**src/rtl/usb_srh_pkg.sv**
```systemverilog
package usb_srh_pkg;

	localparam int EP_COUNT = 16;
	localparam int EP_W = (EP_COUNT > 1) ? $clog2(EP_COUNT) : 1;

	localparam int CMDQ_DEPTH = 2;
	localparam int CMDQ_AW = (CMDQ_DEPTH > 1) ? $clog2(CMDQ_DEPTH) : 1;

	// Reply actions
	localparam logic [1:0] ACT_DATA  = 2'd0;
	localparam logic [1:0] ACT_ZLP   = 2'd1;
	localparam logic [1:0] ACT_STALL = 2'd2;
	localparam logic [1:0] ACT_NONE  = 2'd3;

	// Data sources
	localparam logic [3:0] SRC_DEVICE     = 4'd0;
	localparam logic [3:0] SRC_CONFIG     = 4'd1;
	localparam logic [3:0] SRC_STRING     = 4'd2;
	localparam logic [3:0] SRC_QUALIFIER  = 4'd3;
	localparam logic [3:0] SRC_OTHER      = 4'd4;
	localparam logic [3:0] SRC_CFG_VALUE  = 4'd5;
	localparam logic [3:0] SRC_STATUS     = 4'd6;
	localparam logic [3:0] SRC_LUN        = 4'd7;
	localparam logic [3:0] SRC_ALT        = 4'd8;

	// Recipients and request types
	localparam logic [4:0] RCP_DEVICE    = 5'd0;
	localparam logic [4:0] RCP_INTERFACE = 5'd1;
	localparam logic [4:0] RCP_ENDPOINT  = 5'd2;
	localparam logic [1:0] TYPE_STANDARD = 2'd0;
	localparam logic [1:0] TYPE_CLASS    = 2'd1;

	// Request codes
	localparam logic [7:0] REQ_GET_STATUS     = 8'd0;
	localparam logic [7:0] REQ_CLEAR_FEATURE  = 8'd1;
	localparam logic [7:0] REQ_SET_FEATURE    = 8'd3;
	localparam logic [7:0] REQ_SET_ADDRESS    = 8'd5;
	localparam logic [7:0] REQ_GET_DESCRIPTOR = 8'd6;
	localparam logic [7:0] REQ_GET_CONFIG     = 8'd8;
	localparam logic [7:0] REQ_SET_CONFIG     = 8'd9;
	localparam logic [7:0] REQ_GET_INTERFACE  = 8'd10;
	localparam logic [7:0] REQ_SET_INTERFACE  = 8'd11;
	localparam logic [7:0] REQ_GET_MAX_LUN    = 8'hFE;
	localparam logic [7:0] REQ_MSC_RESET      = 8'hFF;

	// Descriptor types
	localparam logic [7:0] DESC_DEVICE    = 8'd1;
	localparam logic [7:0] DESC_CONFIG    = 8'd2;
	localparam logic [7:0] DESC_STRING    = 8'd3;
	localparam logic [7:0] DESC_QUALIFIER = 8'd6;
	localparam logic [7:0] DESC_OTHER     = 8'd7;
	localparam logic [7:0] STRING_LAST    = 8'd5;

	localparam logic [15:0] FEAT_HALT      = 16'h0000;
	localparam logic [15:0] FEAT_TEST_MODE = 16'h0002;

	// Device states
	localparam logic [1:0] DEV_DEFAULT    = 2'd0;
	localparam logic [1:0] DEV_ADDRESSED  = 2'd1;
	localparam logic [1:0] DEV_CONFIGURED = 2'd2;

	// Configuration register indexes
	localparam logic [2:0] CFG_DEVICE_LEN    = 3'd0;
	localparam logic [2:0] CFG_CONFIG_LEN    = 3'd1;
	localparam logic [2:0] CFG_QUALIFIER_LEN = 3'd2;
	localparam logic [2:0] CFG_OTHER_LEN     = 3'd3;
	localparam logic [2:0] CFG_STRING_LENS   = 3'd4;
	localparam logic [2:0] CFG_HIGH_SPEED    = 3'd5;

	typedef struct packed {
		logic [7:0]  request_type;
		logic [7:0]  request_code;
		logic [15:0] request_value;
		logic [15:0] request_index;
		logic [15:0] request_length;
	} req_t;

	typedef struct packed {
		logic [1:0]  action;
		logic [3:0]  data_source;
		logic [2:0]  string_index;
		logic [15:0] tx_length;
		logic [15:0] reply_word;
		logic        address_valid;
		logic [6:0]  new_address;
		logic        test_mode_valid;
		logic [7:0]  test_selector;
		logic [1:0]  device_state;
	} res_t;

	typedef enum logic [3:0] {
		OP_FIXED,
		OP_SET_ADDR,
		OP_SET_CFG,
		OP_GET_CFG,
		OP_DEV_STATUS,
		OP_SET_ALT,
		OP_GET_ALT,
		OP_EP_SET_HALT,
		OP_EP_CLR_HALT,
		OP_EP_STATUS
	} op_t;

	typedef struct packed {
		op_t             op;
		res_t            res;
		logic [7:0]      arg;
		logic [EP_W-1:0] ep_idx;
		logic            ep_in;
		logic            ep_has;
	} cmd_t;

endpackage

```
**src/rtl/usb_setup_request_handler.sv**
```systemverilog
// Control-endpoint setup request handler. Each decoded setup packet pushed in
// yields exactly one reply on the result side, in order: the action (data,
// zero-length status, stall or nothing), the data source and byte count for
// data replies, any immediate reply word, address and test-mode commands, and
// the device state after the request. One request is taken per clock while
// the input is not full. A request passes the decode stage, a two-entry command
// queue and the execute stage, which holds device state and endpoint halt bits
// and finishes one command per cycle into its result register while that
// register is free or being popped. A reply that is not popped holds the
// execute stage, and the input reports full once the command queue behind it
// has filled. Descriptor lengths and the speed flag are written through the
// configuration port, always ready; the user must write them only while no
// request is in flight, which the block itself does not enforce.
module usb_setup_request_handler (
	input  logic               clk,
	input  logic               arst_n,
	input  logic               push,
	output logic               full,
	input  usb_srh_pkg::req_t  request,
	output logic               empty,
	input  logic               pop,
	output usb_srh_pkg::res_t  result,
	input  logic               cfg_valid,
	output logic               cfg_ready,
	input  logic [2:0]         cfg_index,
	input  logic [47:0]        cfg_data
);
	import usb_srh_pkg::*;

	cmd_t cmd_in;
	cmd_t cmd_head;
	logic cmdq_empty;
	logic cmd_take;

	assign cfg_ready = 1'b1;

	usb_srh_front u_front (
		.clk       (clk),
		.arst_n    (arst_n),
		.request   (request),
		.cfg_valid (cfg_valid),
		.cfg_index (cfg_index),
		.cfg_data  (cfg_data),
		.cmd       (cmd_in)
	);

	usb_srh_cmdq u_cmdq (
		.clk    (clk),
		.arst_n (arst_n),
		.push   (push),
		.wdata  (cmd_in),
		.full   (full),
		.pop    (cmd_take),
		.rdata  (cmd_head),
		.empty  (cmdq_empty)
	);

	usb_srh_back u_back (
		.clk       (clk),
		.arst_n    (arst_n),
		.cmd_valid (!cmdq_empty),
		.cmd       (cmd_head),
		.cmd_take  (cmd_take),
		.empty     (empty),
		.pop       (pop),
		.result    (result)
	);

endmodule

```
**src/rtl/usb_srh_front.sv**
```systemverilog
module usb_srh_front (
	input  logic                    clk,
	input  logic                    arst_n,
	input  usb_srh_pkg::req_t       request,
	input  logic                    cfg_valid,
	input  logic [2:0]              cfg_index,
	input  logic [47:0]             cfg_data,
	output usb_srh_pkg::cmd_t       cmd
);
	import usb_srh_pkg::*;

	logic [7:0]       device_len_q;
	logic [15:0]      config_len_q;
	logic [7:0]       qualifier_len_q;
	logic [15:0]      other_len_q;
	logic [5:0][7:0]  string_lens_q;
	logic             high_speed_q;

	always_ff @(posedge clk or negedge arst_n) begin
		if (!arst_n) begin
			device_len_q    <= 8'd18;
			config_len_q    <= 16'd32;
			qualifier_len_q <= 8'd10;
			other_len_q     <= 16'd32;
			string_lens_q   <= '0;
			high_speed_q    <= 1'b1;
		end else if (cfg_valid) begin
			unique case (cfg_index)
				CFG_DEVICE_LEN:    device_len_q    <= cfg_data[7:0];
				CFG_CONFIG_LEN:    config_len_q    <= cfg_data[15:0];
				CFG_QUALIFIER_LEN: qualifier_len_q <= cfg_data[7:0];
				CFG_OTHER_LEN:     other_len_q     <= cfg_data[15:0];
				CFG_STRING_LENS:   string_lens_q   <= cfg_data;
				CFG_HIGH_SPEED:    high_speed_q    <= cfg_data[0];
				default: begin
				end
			endcase
		end
	end

	function automatic logic [15:0] min_len(input logic [15:0] req, input logic [15:0] len);
		return (req <= len) ? req : len;
	endfunction

	logic [4:0]  recip;
	logic [1:0]  rtype;
	logic [7:0]  dtype;
	logic [7:0]  dindex;
	logic [6:0]  ep_num;
	logic        ep_exists;

	assign recip     = request.request_type[4:0];
	assign rtype     = request.request_type[6:5];
	assign dtype     = request.request_value[15:8];
	assign dindex    = request.request_value[7:0];
	assign ep_num    = request.request_index[6:0];
	assign ep_exists = {1'b0, ep_num} < 8'(EP_COUNT);

	always_comb begin
		cmd = '0;
		cmd.op         = OP_FIXED;
		cmd.res.action = ACT_STALL;
		cmd.arg        = request.request_value[7:0];
		cmd.ep_idx     = ep_num[EP_W-1:0];
		cmd.ep_in      = request.request_index[7];
		cmd.ep_has     = (ep_num != 7'd0) && ep_exists;

		if (recip == RCP_DEVICE) begin
			if (rtype == TYPE_STANDARD) begin
				priority case (request.request_code)
					REQ_GET_DESCRIPTOR: begin
						if (dtype == DESC_DEVICE) begin
							cmd.res.action      = ACT_DATA;
							cmd.res.data_source = SRC_DEVICE;
							cmd.res.tx_length   = min_len(request.request_length,
								{8'h00, device_len_q});
						end else if (dtype == DESC_CONFIG) begin
							cmd.res.action      = ACT_DATA;
							cmd.res.data_source = SRC_CONFIG;
							cmd.res.tx_length   = min_len(request.request_length, config_len_q);
						end else if (dtype == DESC_STRING) begin
							if (dindex <= STRING_LAST) begin
								cmd.res.action       = ACT_DATA;
								cmd.res.data_source  = SRC_STRING;
								cmd.res.string_index = dindex[2:0];
								cmd.res.tx_length    = min_len(request.request_length,
									{8'h00, string_lens_q[dindex[2:0]]});
							end
						end else if (dtype == DESC_QUALIFIER) begin
							if (high_speed_q) begin
								cmd.res.action      = ACT_DATA;
								cmd.res.data_source = SRC_QUALIFIER;
								cmd.res.tx_length   = min_len(request.request_length,
									{8'h00, qualifier_len_q});
							end
						end else if (dtype == DESC_OTHER) begin
							if (high_speed_q) begin
								cmd.res.action      = ACT_DATA;
								cmd.res.data_source = SRC_OTHER;
								cmd.res.tx_length   = min_len(request.request_length, other_len_q);
							end
						end
					end
					REQ_SET_ADDRESS: begin
						cmd.op                = OP_SET_ADDR;
						cmd.res.action        = ACT_ZLP;
						cmd.res.address_valid = 1'b1;
						cmd.res.new_address   = request.request_value[6:0];
					end
					REQ_SET_CONFIG: begin
						cmd.op         = OP_SET_CFG;
						cmd.res.action = ACT_ZLP;
					end
					REQ_GET_CONFIG: begin
						cmd.op              = OP_GET_CFG;
						cmd.res.action      = ACT_DATA;
						cmd.res.data_source = SRC_CFG_VALUE;
						cmd.res.tx_length   = 16'd1;
					end
					REQ_GET_STATUS: begin
						cmd.op              = OP_DEV_STATUS;
						cmd.res.action      = ACT_DATA;
						cmd.res.data_source = SRC_STATUS;
						cmd.res.tx_length   = 16'd2;
					end
					REQ_CLEAR_FEATURE: cmd.res.action = ACT_ZLP;
					REQ_SET_FEATURE: begin
						cmd.res.action = ACT_ZLP;
						if (request.request_value == FEAT_TEST_MODE) begin
							cmd.res.test_mode_valid = 1'b1;
							cmd.res.test_selector   = request.request_index[15:8];
						end
					end
					default: begin
					end
				endcase
			end
		end else if (recip == RCP_INTERFACE) begin
			if (rtype == TYPE_CLASS) begin
				if (request.request_code == REQ_GET_MAX_LUN) begin
					cmd.res.action      = ACT_DATA;
					cmd.res.data_source = SRC_LUN;
					cmd.res.tx_length   = 16'd1;
				end else if (request.request_code == REQ_MSC_RESET) begin
					cmd.res.action = ACT_ZLP;
				end
			end else if (rtype == TYPE_STANDARD) begin
				if (request.request_code == REQ_GET_INTERFACE) begin
					cmd.op              = OP_GET_ALT;
					cmd.res.action      = ACT_DATA;
					cmd.res.data_source = SRC_ALT;
					cmd.res.tx_length   = 16'd1;
				end else if (request.request_code == REQ_SET_INTERFACE) begin
					cmd.op         = OP_SET_ALT;
					cmd.res.action = ACT_ZLP;
				end
			end
		end else if (recip == RCP_ENDPOINT) begin
			priority if (request.request_code == REQ_SET_FEATURE) begin
				// Halting endpoint zero is refused.
				if ((request.request_value == FEAT_HALT) && (ep_num != 7'd0)) begin
					cmd.op         = OP_EP_SET_HALT;
					cmd.res.action = ACT_ZLP;
				end
			end else if (request.request_code == REQ_CLEAR_FEATURE) begin
				if (request.request_value == FEAT_HALT) begin
					cmd.op         = OP_EP_CLR_HALT;
					cmd.res.action = ACT_ZLP;
				end
			end else if (request.request_code == REQ_GET_STATUS) begin
				cmd.op              = OP_EP_STATUS;
				cmd.res.action      = ACT_DATA;
				cmd.res.data_source = SRC_STATUS;
				cmd.res.tx_length   = 16'd2;
			end else begin
				cmd.res.action = ACT_NONE;
			end
		end
	end

endmodule

```
**src/rtl/usb_srh_cmdq.sv**
```systemverilog
module usb_srh_cmdq (
	input  logic               clk,
	input  logic               arst_n,
	input  logic               push,
	input  usb_srh_pkg::cmd_t  wdata,
	output logic               full,
	input  logic               pop,
	output usb_srh_pkg::cmd_t  rdata,
	output logic               empty
);
	import usb_srh_pkg::*;

	cmd_t                mem_q [CMDQ_DEPTH];
	logic [CMDQ_AW-1:0]  wr_ptr_q;
	logic [CMDQ_AW-1:0]  rd_ptr_q;
	logic [CMDQ_AW:0]    count_q;
	logic                do_push;
	logic                do_pop;

	assign full    = count_q == (CMDQ_AW + 1)'(CMDQ_DEPTH);
	assign empty   = count_q == '0;
	assign do_push = push && !full;
	assign do_pop  = pop && !empty;
	assign rdata   = mem_q[rd_ptr_q];

	always_ff @(posedge clk) begin
		if (do_push) begin
			mem_q[wr_ptr_q] <= wdata;
		end
	end

	// The depth is a power of two, so the pointers simply wrap.
	always_ff @(posedge clk or negedge arst_n) begin
		if (!arst_n) begin
			wr_ptr_q <= '0;
			rd_ptr_q <= '0;
			count_q  <= '0;
		end else begin
			if (do_push) begin
				wr_ptr_q <= wr_ptr_q + 1'b1;
			end
			if (do_pop) begin
				rd_ptr_q <= rd_ptr_q + 1'b1;
			end
			if (do_push && !do_pop) begin
				count_q <= count_q + 1'b1;
			end else if (do_pop && !do_push) begin
				count_q <= count_q - 1'b1;
			end
		end
	end

endmodule

```
**src/rtl/usb_srh_back.sv**
```systemverilog
module usb_srh_back (
	input  logic               clk,
	input  logic               arst_n,
	input  logic               cmd_valid,
	input  usb_srh_pkg::cmd_t  cmd,
	output logic               cmd_take,
	output logic               empty,
	input  logic               pop,
	output usb_srh_pkg::res_t  result
);
	import usb_srh_pkg::*;

	logic [1:0]           dev_state_q;
	logic [7:0]           config_value_q;
	logic [7:0]           alt_setting_q;
	logic [15:0]          last_status_q;
	logic [EP_COUNT-1:0]  in_halt_q;
	logic [EP_COUNT-1:0]  out_halt_q;
	logic                 res_valid_q;
	res_t                 res_q;

	res_t        res_d;
	logic [1:0]  dev_state_d;
	logic        halt_bit;
	logic [15:0] ep_status;

	// A new command moves in whenever the result register is free or being drained.
	assign cmd_take = cmd_valid && (!res_valid_q || pop);
	assign empty    = !res_valid_q;
	assign result   = res_q;

	always_comb begin
		halt_bit    = cmd.ep_in ? in_halt_q[cmd.ep_idx] : out_halt_q[cmd.ep_idx];
		ep_status   = {15'd0, cmd.ep_has && halt_bit};
		res_d       = cmd.res;
		dev_state_d = dev_state_q;
		unique case (cmd.op)
			OP_SET_ADDR:   dev_state_d = DEV_ADDRESSED;
			OP_SET_CFG:    dev_state_d = DEV_CONFIGURED;
			OP_GET_CFG:    res_d.reply_word = {8'h00, config_value_q};
			OP_DEV_STATUS: res_d.reply_word = last_status_q;
			OP_GET_ALT:    res_d.reply_word = {8'h00, alt_setting_q};
			OP_EP_STATUS:  res_d.reply_word = ep_status;
			default: begin
			end
		endcase
		res_d.device_state = dev_state_d;
	end

	always_ff @(posedge clk) begin
		if (cmd_take) begin
			res_q <= res_d;
		end
	end

	always_ff @(posedge clk or negedge arst_n) begin
		if (!arst_n) begin
			res_valid_q    <= 1'b0;
			dev_state_q    <= DEV_DEFAULT;
			config_value_q <= '0;
			alt_setting_q  <= '0;
			last_status_q  <= '0;
			in_halt_q      <= '0;
			out_halt_q     <= '0;
		end else begin
			if (cmd_take) begin
				res_valid_q <= 1'b1;
			end else if (pop) begin
				res_valid_q <= 1'b0;
			end
			if (cmd_take) begin
				dev_state_q <= dev_state_d;
				unique case (cmd.op)
					OP_SET_CFG:   config_value_q <= cmd.arg;
					OP_SET_ALT:   alt_setting_q  <= cmd.arg;
					OP_EP_STATUS: last_status_q  <= ep_status;
					OP_EP_SET_HALT: begin
						if (cmd.ep_has) begin
							if (cmd.ep_in) begin
								in_halt_q[cmd.ep_idx] <= 1'b1;
							end else begin
								out_halt_q[cmd.ep_idx] <= 1'b1;
							end
						end
					end
					OP_EP_CLR_HALT: begin
						if (cmd.ep_has) begin
							if (cmd.ep_in) begin
								in_halt_q[cmd.ep_idx] <= 1'b0;
							end else begin
								out_halt_q[cmd.ep_idx] <= 1'b0;
							end
						end
					end
					default: begin
					end
				endcase
			end
		end
	end

endmodule

```
**config.mk**
```make
export PLATFORM = sky130hd
export DESIGN_NAME = usb_setup_request_handler
export DESIGN_NICKNAME = d
export VERILOG_FILES = /design/src/rtl/usb_srh_pkg.sv /design/src/rtl/usb_setup_request_handler.sv /design/src/rtl/usb_srh_front.sv /design/src/rtl/usb_srh_cmdq.sv /design/src/rtl/usb_srh_back.sv
export SDC_FILE = /design/constraint.sdc
export NUM_CORES = 1
export LEC_CHECK = 0
export BUFFER_PORTS_ARGS = -buffer_cell sky130_fd_sc_hd__buf_2
export CAP_MARGIN = 30
export CORE_MARGIN = 2
export CORE_UTILIZATION = 60
export DETAILED_ROUTE_END_ITERATION = 8
export GPL_TIMING_DRIVEN = 0
export HOLD_SLACK_MARGIN = 0.1
export PLACE_DENSITY_LB_ADDON = 0.2
export SYNTH_ARGS = -nofsm -noshare
export SYNTH_HDL_FRONTEND = slang
export SYNTH_SLANG_ARGS = --single-unit
export TNS_END_PERCENT = 50
```
**constraint.sdc**
```tcl
create_clock -name clk -period 11.05 [get_ports clk]
set_input_delay 1.105 -clock clk [delete_from_list [all_inputs] [get_ports clk]]
set_output_delay 1.105 -clock clk [all_outputs]
set_load 0.01 [all_outputs]
```
### After elaboration in Yosys (flattened, before gate mapping)

Memories as Yosys holds them, arrays and structs flattened.
Cells that the tools add are included.

* add/subtract/negate cells: 4
* order comparisons: 10
* equal/unequal tests: 40
* multiplexer cells: 93
* bitwise logic cells: 5
* reductions and logical operators: 38

Operators by type and width (number)
* $mux 16: 27
* $mux 6: 11
* $pmux 16 s2: 2
* $pmux 16 s4: 1
* $le 16x8->1: 3
* $pmux 16 s3: 1
* $mux 10: 4
* $mux 17: 2
* $and 16x16->16: 2
* $eq 8x3->1 const B: 4
* $eq 8x4->1 const B: 4
* $le 16x16->1: 2
* $or 16x16->16: 2
* $mux 29: 1
* $mux 25: 1
* $bmux 8 s3: 1
* $eq 8x2->1 const B: 3
* $mux 3: 7
* $mux 4: 5
* $mux 9: 2
* $reduce_and 2->1: 9
* $eq 16x2->1 const B: 1
* $eq 4x3->1 const B: 4
* $eq 8x1->1 const B: 2
* other kinds (45): 89

* bits in registers: 213
* RAM bits: 120
* input bits: 120
* output and inout bits: 63
* memories kept: 1

Memory list
* u_cmdq.mem_q: depth 2, bits a word 60, rd ports 1, clocked after memory_dff 0, write ports 1, line usb_srh_cmdq.sv:13 `cmd_t mem_q [CMDQ_DEPTH];`

### Longest topological paths before layout

* depth in word-level cells: 11
* depth in mapped cells: 15
* depth with buffers taken out: 13

### Hierarchy

From an unflattened synthesis, not the netlist that was laid out.

* cells, all modules: 1337
* area total of the unflattened synthesis: 17862.1 um2

By module, submodules not included
* usb_srh_front: instances 1, cells each 759, area an instance 7088.0 um2, seq. area each 2436.1 um2
* usb_srh_cmdq: instances 1, cells each 262, area an instance 5860.6 um2, seq. area each 4784.6 um2
* usb_srh_back: instances 1, cells each 313, area an instance 4898.4 um2, seq. area each 3103.0 um2
* usb_setup_request_handler: instances 1, cells each 3, area an instance 15.0 um2, seq. area each 0.0 um2

### Worst setup path before layout

No wires, ideal clock.

* path kind: input to register
* from: in request[33] in the netlist's numbering
* to: mem u_cmdq.mem_q[0][32] in the netlist's numbering, data pin
* library setup time: 265 ps
* arrival time: 4022 ps
* data required time: 10785 ps
* setup slack: 6763 ps
* cell stages on the path: 12
* path through: clkbuf_1 -> mux2i_1 -> o21ai_0 -> a221oi_1 -> ha_1 -> nand4_1 -> or3_1 -> a221oi_2 -> buf_2 -> o21ai_1 -> a2111o_1 -> o32a_1

RTL lines
* start, declared: line usb_setup_request_handler.sv:19 `input usb_srh_pkg::req_t request,`
* end, declared: line usb_srh_cmdq.sv:13

==> results by stage <==
Synthesis:
- Synthesis produced around 1,300 cells.
- Sorting the synthesized cells by area gives the leading types as edfxtp_1 (33%), dfrtp_1 (23%), mux2_2 (10%).
- The sequential element share of the synthesized area is 0.5758.
- The most frequent cell after synthesis is edfxtp_1.
- Yosys mapped a number of flops with a built-in enable equal to ~170.
- After synthesis, the most frequently instantiated cells are edfxtp_1 (172), dfrtp_1 (146), mux2_2 (144).
- Counting flops with an async set or reset pin after synthesis yields a share of 0.4708.
- Of all cell types, the one taking the most synthesized area is edfxtp_1.
- The number of library cell types mapped by synthesis is 73.
- For this run, the leading register cell type out of synthesis is edfxtp_1.
- The yosys synthesis warning count is 0.
- The total standard cell area after synthesis is 0.01563 mm^2.
- Of the post-synthesis cell area, the dominant cell type holds 0.3303.
- The total of flip-flops plus latches after synthesis is 325.
- A synthesized cell averages 12.51 um^2.

Flow run:
- The max-cap violation count is 0.

Cells and area:
- The final net count is 1,647.
- The layout cell share with drive strength beyond 1 is 0.2803.
- The area overhead of the layout relative to synthesis is 15.89%.
- The non-filler instance count after layout is 1,833.

Pwr:
- The power per cell area is 216.9 mW/mm^2.
- The worst vdd rail ir drop is 0.1457 mV.
- Summed over all cells, the static leakage comes to about 7.6 nW.

CTS:
- The tree built by TritonCTS fans out to 325 sinks.
- The number of buffers created by CTS is 34.
- The clock passes through at most 3 buffers.
- After clock tree synthesis, the clock-pin slew on the worst setup and hold paths is ~0.060 ns.
- CTS built an H-tree with a depth of 2.
- The cell sitting at the root of the clock tree is a clkbuf_16.
- The clock latency on the worst-skew pair is 0.51 ns.
- For this design, the CTS-stage hold fixing added 0 buffers.
- The setup fix buffers added after clock tree synthesis is 0.
- Once the clock tree was built, the resizer swapped 0 gates to a different size.
- The CTS tree is built.

Drt:
- The total number of vias is between 10,000 and 15,000.
- The number of DRC violations after detailed-routing iteration 0 is 1,034.
- For this run, design rule violations remaining after detail routing come to 0.
- The routed design has around 37 mm of wire.
- The average routed wire per standard cell is 20.21 um.
- The count of antenna-violating nets left after detailed routing is 0.
- The per-cell via count in the routed design is 5.865.
- The total iterations of the first detailed-routing run is 5.

GRT:
- The initial antenna violation count is 2.
- The remaining global-route overflow is 0.
- The pin count of the biggest net entering global routing is 98.
- For this run, the total global-route usage over all layers was measured as 0.2731.
- The via count of the first global-routing pass is 10,477.
- The first global-routing pass estimated about 56 mm of wire.

Hold path:
- The min-delay analysis places its worst path in the category reg -> reg.

Place:
- Once detailed placement completed, the half-perimeter wirelength came to 26.89 mm.
- In this run the tool buffered the top-level ports with 171 buffer cells.
- The weighted congestion reported at the end of routability-driven placement is 0.9269.
- OpenSTA, run right after detailed placement, puts the worst setup slack at 5.660 ns.
- After detailed placement, the design holds a cell count of 1,769.

Setup path:
- For this run, the slowest stage of the critical path takes 0.66 ns.
- The element type at the critical path end is a flip-flop.
- STA puts the critical path data required time at 11.29 ns.
- The largest individual stage delay along the critical path comes from the cell clkbuf_1.
- The critical path launch point type is an input pin.
- For the worst setup path, the data arrival time is roughly 5.2 ns.
- The critical path goes through buf_2 -> clkbuf_1 -> mux2i_1 -> o21ai_0 -> a221oi_1 -> ha_1 -> nand4_1 -> or3_1 -> a221oi_2 -> buf_2 -> mux2i_1 -> a221oi_1 -> o211a_1 -> o32ai_1.
- Together, buffers and inverters on the worst path number 3.
- The classification of the worst setup path is in -> reg.
- Along the worst path, the maximum fanout reaches 10.
- Grouping stages by cell kind, the critical path spends the most delay in compound AO/OA/AOI/OAI gates.

Timing:
- The clock arrives with 0.01534 ns of skew.
- The share of the clock period used by the worst path is 0.4459.
- Setup violations remaining at the end of the flow were counted as 0.
- The worst path setup slack after routing is 6.123 ns.
- After layout, the minimum clock period comes to 4.927 ns.
- The final-report hold violation count is 0.
- The final-report max-slew violation count is 0.
- Setup repair after global routing left no endpoint under its margin.
- Summed over all failing endpoints, the final setup total negative slack is 0 ns.
- The relative slew slack is 0.3243.
- For the pin with the worst max-slew slack, the measured transition is about 1 ns.
- The tightest hold path in the finished design has a slack of 0.4807 ns.
- Timing would allow up to 0.2030 GHz.

Die:
- The die is 165.4 um tall.
- The die covers 0.02737 mm^2.
- The number of placed I/O pins is 183.
- In this run the core area contains 59 standard-cell rows.
- The effective utilization at floorplan is 0.6051.
- The core region is 0.02584 mm^2.
- The die width is roughly 170 um.

Run status:
- The flow ran to the end, and the final reports show no timing, DRC or antenna violations.
==> power by group <==
part	total, mW	leakage, nW	internal, mW	switching, mW
Sequential	1.81	3.56	1.67	0.138
Clock	1.09	0.503	0.632	0.454
Combinational	1.04	3.51	0.442	0.594
Total	3.93	7.57	2.75	1.19
==> per-layer routing <==
metal  part of all wire  vias up  track usage
met5                  0        -            0
met4              0.034        0      0.09875
met3              0.072       67      0.04845
met2               0.48      405       0.4509
met1               0.41     5234       0.3666
li1                   -     5044            -
==> cell type report <==
| type | instances | area (um^2) |
|---|---|---|
| antenna | 3 | 7.507 |
| clock buffer | 53 | 973.4 |
| sequential | 325 | 9002 |
| clock inverter | 8 | 73.82 |
| fill | 1867 | 7717 |
| buffer | 58 | 277.8 |
| tap | 335 | 419.2 |
| timing repair buffer | 177 | 972.2 |
| inverter | 59 | 221.5 |
| multi-input combinational | 815 | 6172 |
==> worst paths after layout <==
check	cells after the start	slack [ns]	to	from
setup reg to reg	12	7.22	u_cmdq.mem_q[1][38]$_DFFE_PP_	u_front.string_lens_q[14]$_DFFE_PN0P_
min in group asynchronous	1	0.54	u_cmdq.wr_ptr_q$_DFFE_PN0P_	arst_n
hold / removal	2	0.48	u_back.alt_setting_q[2]$_DFFE_PN0P_	u_back.alt_setting_q[2]$_DFFE_PN0P_
max in group asynchronous	2	9.58	u_front.qualifier_len_q[5]$_DFFE_PN0P_	arst_n
setup / recovery	14	6.12	u_cmdq.mem_q[1][38]$_DFFE_PP_	request[33]
hold reg to reg	2	0.48	u_back.alt_setting_q[2]$_DFFE_PN0P_	u_back.alt_setting_q[2]$_DFFE_PN0P_
==> state kept, by name, summed over array words and instances (netlist names), named ones only <==
name                     flops
u_cmdq.count_q               2
u_front.high_speed_q         1
u_back.config_value_q        8
u_cmdq.mem_q               120
u_back.dev_state_q           2
u_back.last_status_q         1
u_back.alt_setting_q         8
u_cmdq.wr_ptr_q              1
u_front.string_lens_q       48
u_back.res_valid_q           1
u_back.result               52
u_cmdq.rd_ptr_q              1
u_front.qualifier_len_q      8
u_front.device_len_q         8
u_front.other_len_q         16
u_front.config_len_q        16
==> tightest hold or removal path: cells and delay by family, from the launching register on <==
family	cells	cell delay, ns
flops	1	0.34
compound gates	1	0.06
simple gates	1	0.05
==> layout by cell type (no fill, tap or decap), types with 4 or more instances in the layout <==
cell | synthesis | final
nor3b_1 | 6 | 6
and2_1 | 18 | 18
nor3_1 | 17 | 17
nor2b_1 | 14 | 14
buf_4 | 9 | 11
clkbuf_1 | 31 | 46
o22a_1 | 4 | 4
dfrtp_1 | 146 | 146
nand2b_1 | 10 | 10
a21oi_1 | 39 | 39
a21o_1 | 6 | 6
edfxtp_1 | 172 | 172
conb_1 | 2 | 9
mux2i_1 | 53 | 53
mux2_2 | 144 | 144
a221oi_1 | 16 | 16
o22ai_1 | 5 | 5
nand4_1 | 11 | 11
o32ai_1 | 6 | 6
mux4_2 | 10 | 10
inv_1 | 59 | 58
o21ai_0 | 59 | 59
nand3_1 | 22 | 22
a211oi_1 | 13 | 13
dfstp_2 | 7 | 7
clkbuf_16 | 0 | 35
or3_1 | 13 | 13
nand2_1 | 105 | 105
and3_1 | 6 | 5
a22o_1 | 7 | 7
nor2_1 | 87 | 86
nor4_1 | 8 | 8
o2bb2ai_1 | 6 | 6
ha_1 | 57 | 57
buf_2 | 9 | 179
o21ai_1 | 4 | 4
buf_1 | 7 | 7
==> per-stage QoR <==
| stage | area, um^2 | power (mW) | utilization |
|---|---|---|---|
| floorplan | 15660 | 2.491 | - |
| global placement | 16940 | 2.807 | 0.6555 |
| detailed placement | 17070 | 2.869 | 0.6605 |
| CTS | 18110 | 3.956 | 0.7010 |
| global route | 18120 | 4.130 | 0.7012 |
| finish | 18120 | 3.931 | 0.7013 |
==> kinds of logic after synthesis <==
family / synth area share
AND/OR/NAND/NOR: 0.1034
flip-flops: 0.5758
multiplexers: 0.1530
AO/OA/AOI/OAI: 0.08635
buffers and inverters: 0.03193
adder cells (fa/ha/maj): 0.04625
XOR/XNOR: 0.002801
other: 0.0004803
No activity file was read; power rests on OpenSTA's default activity.
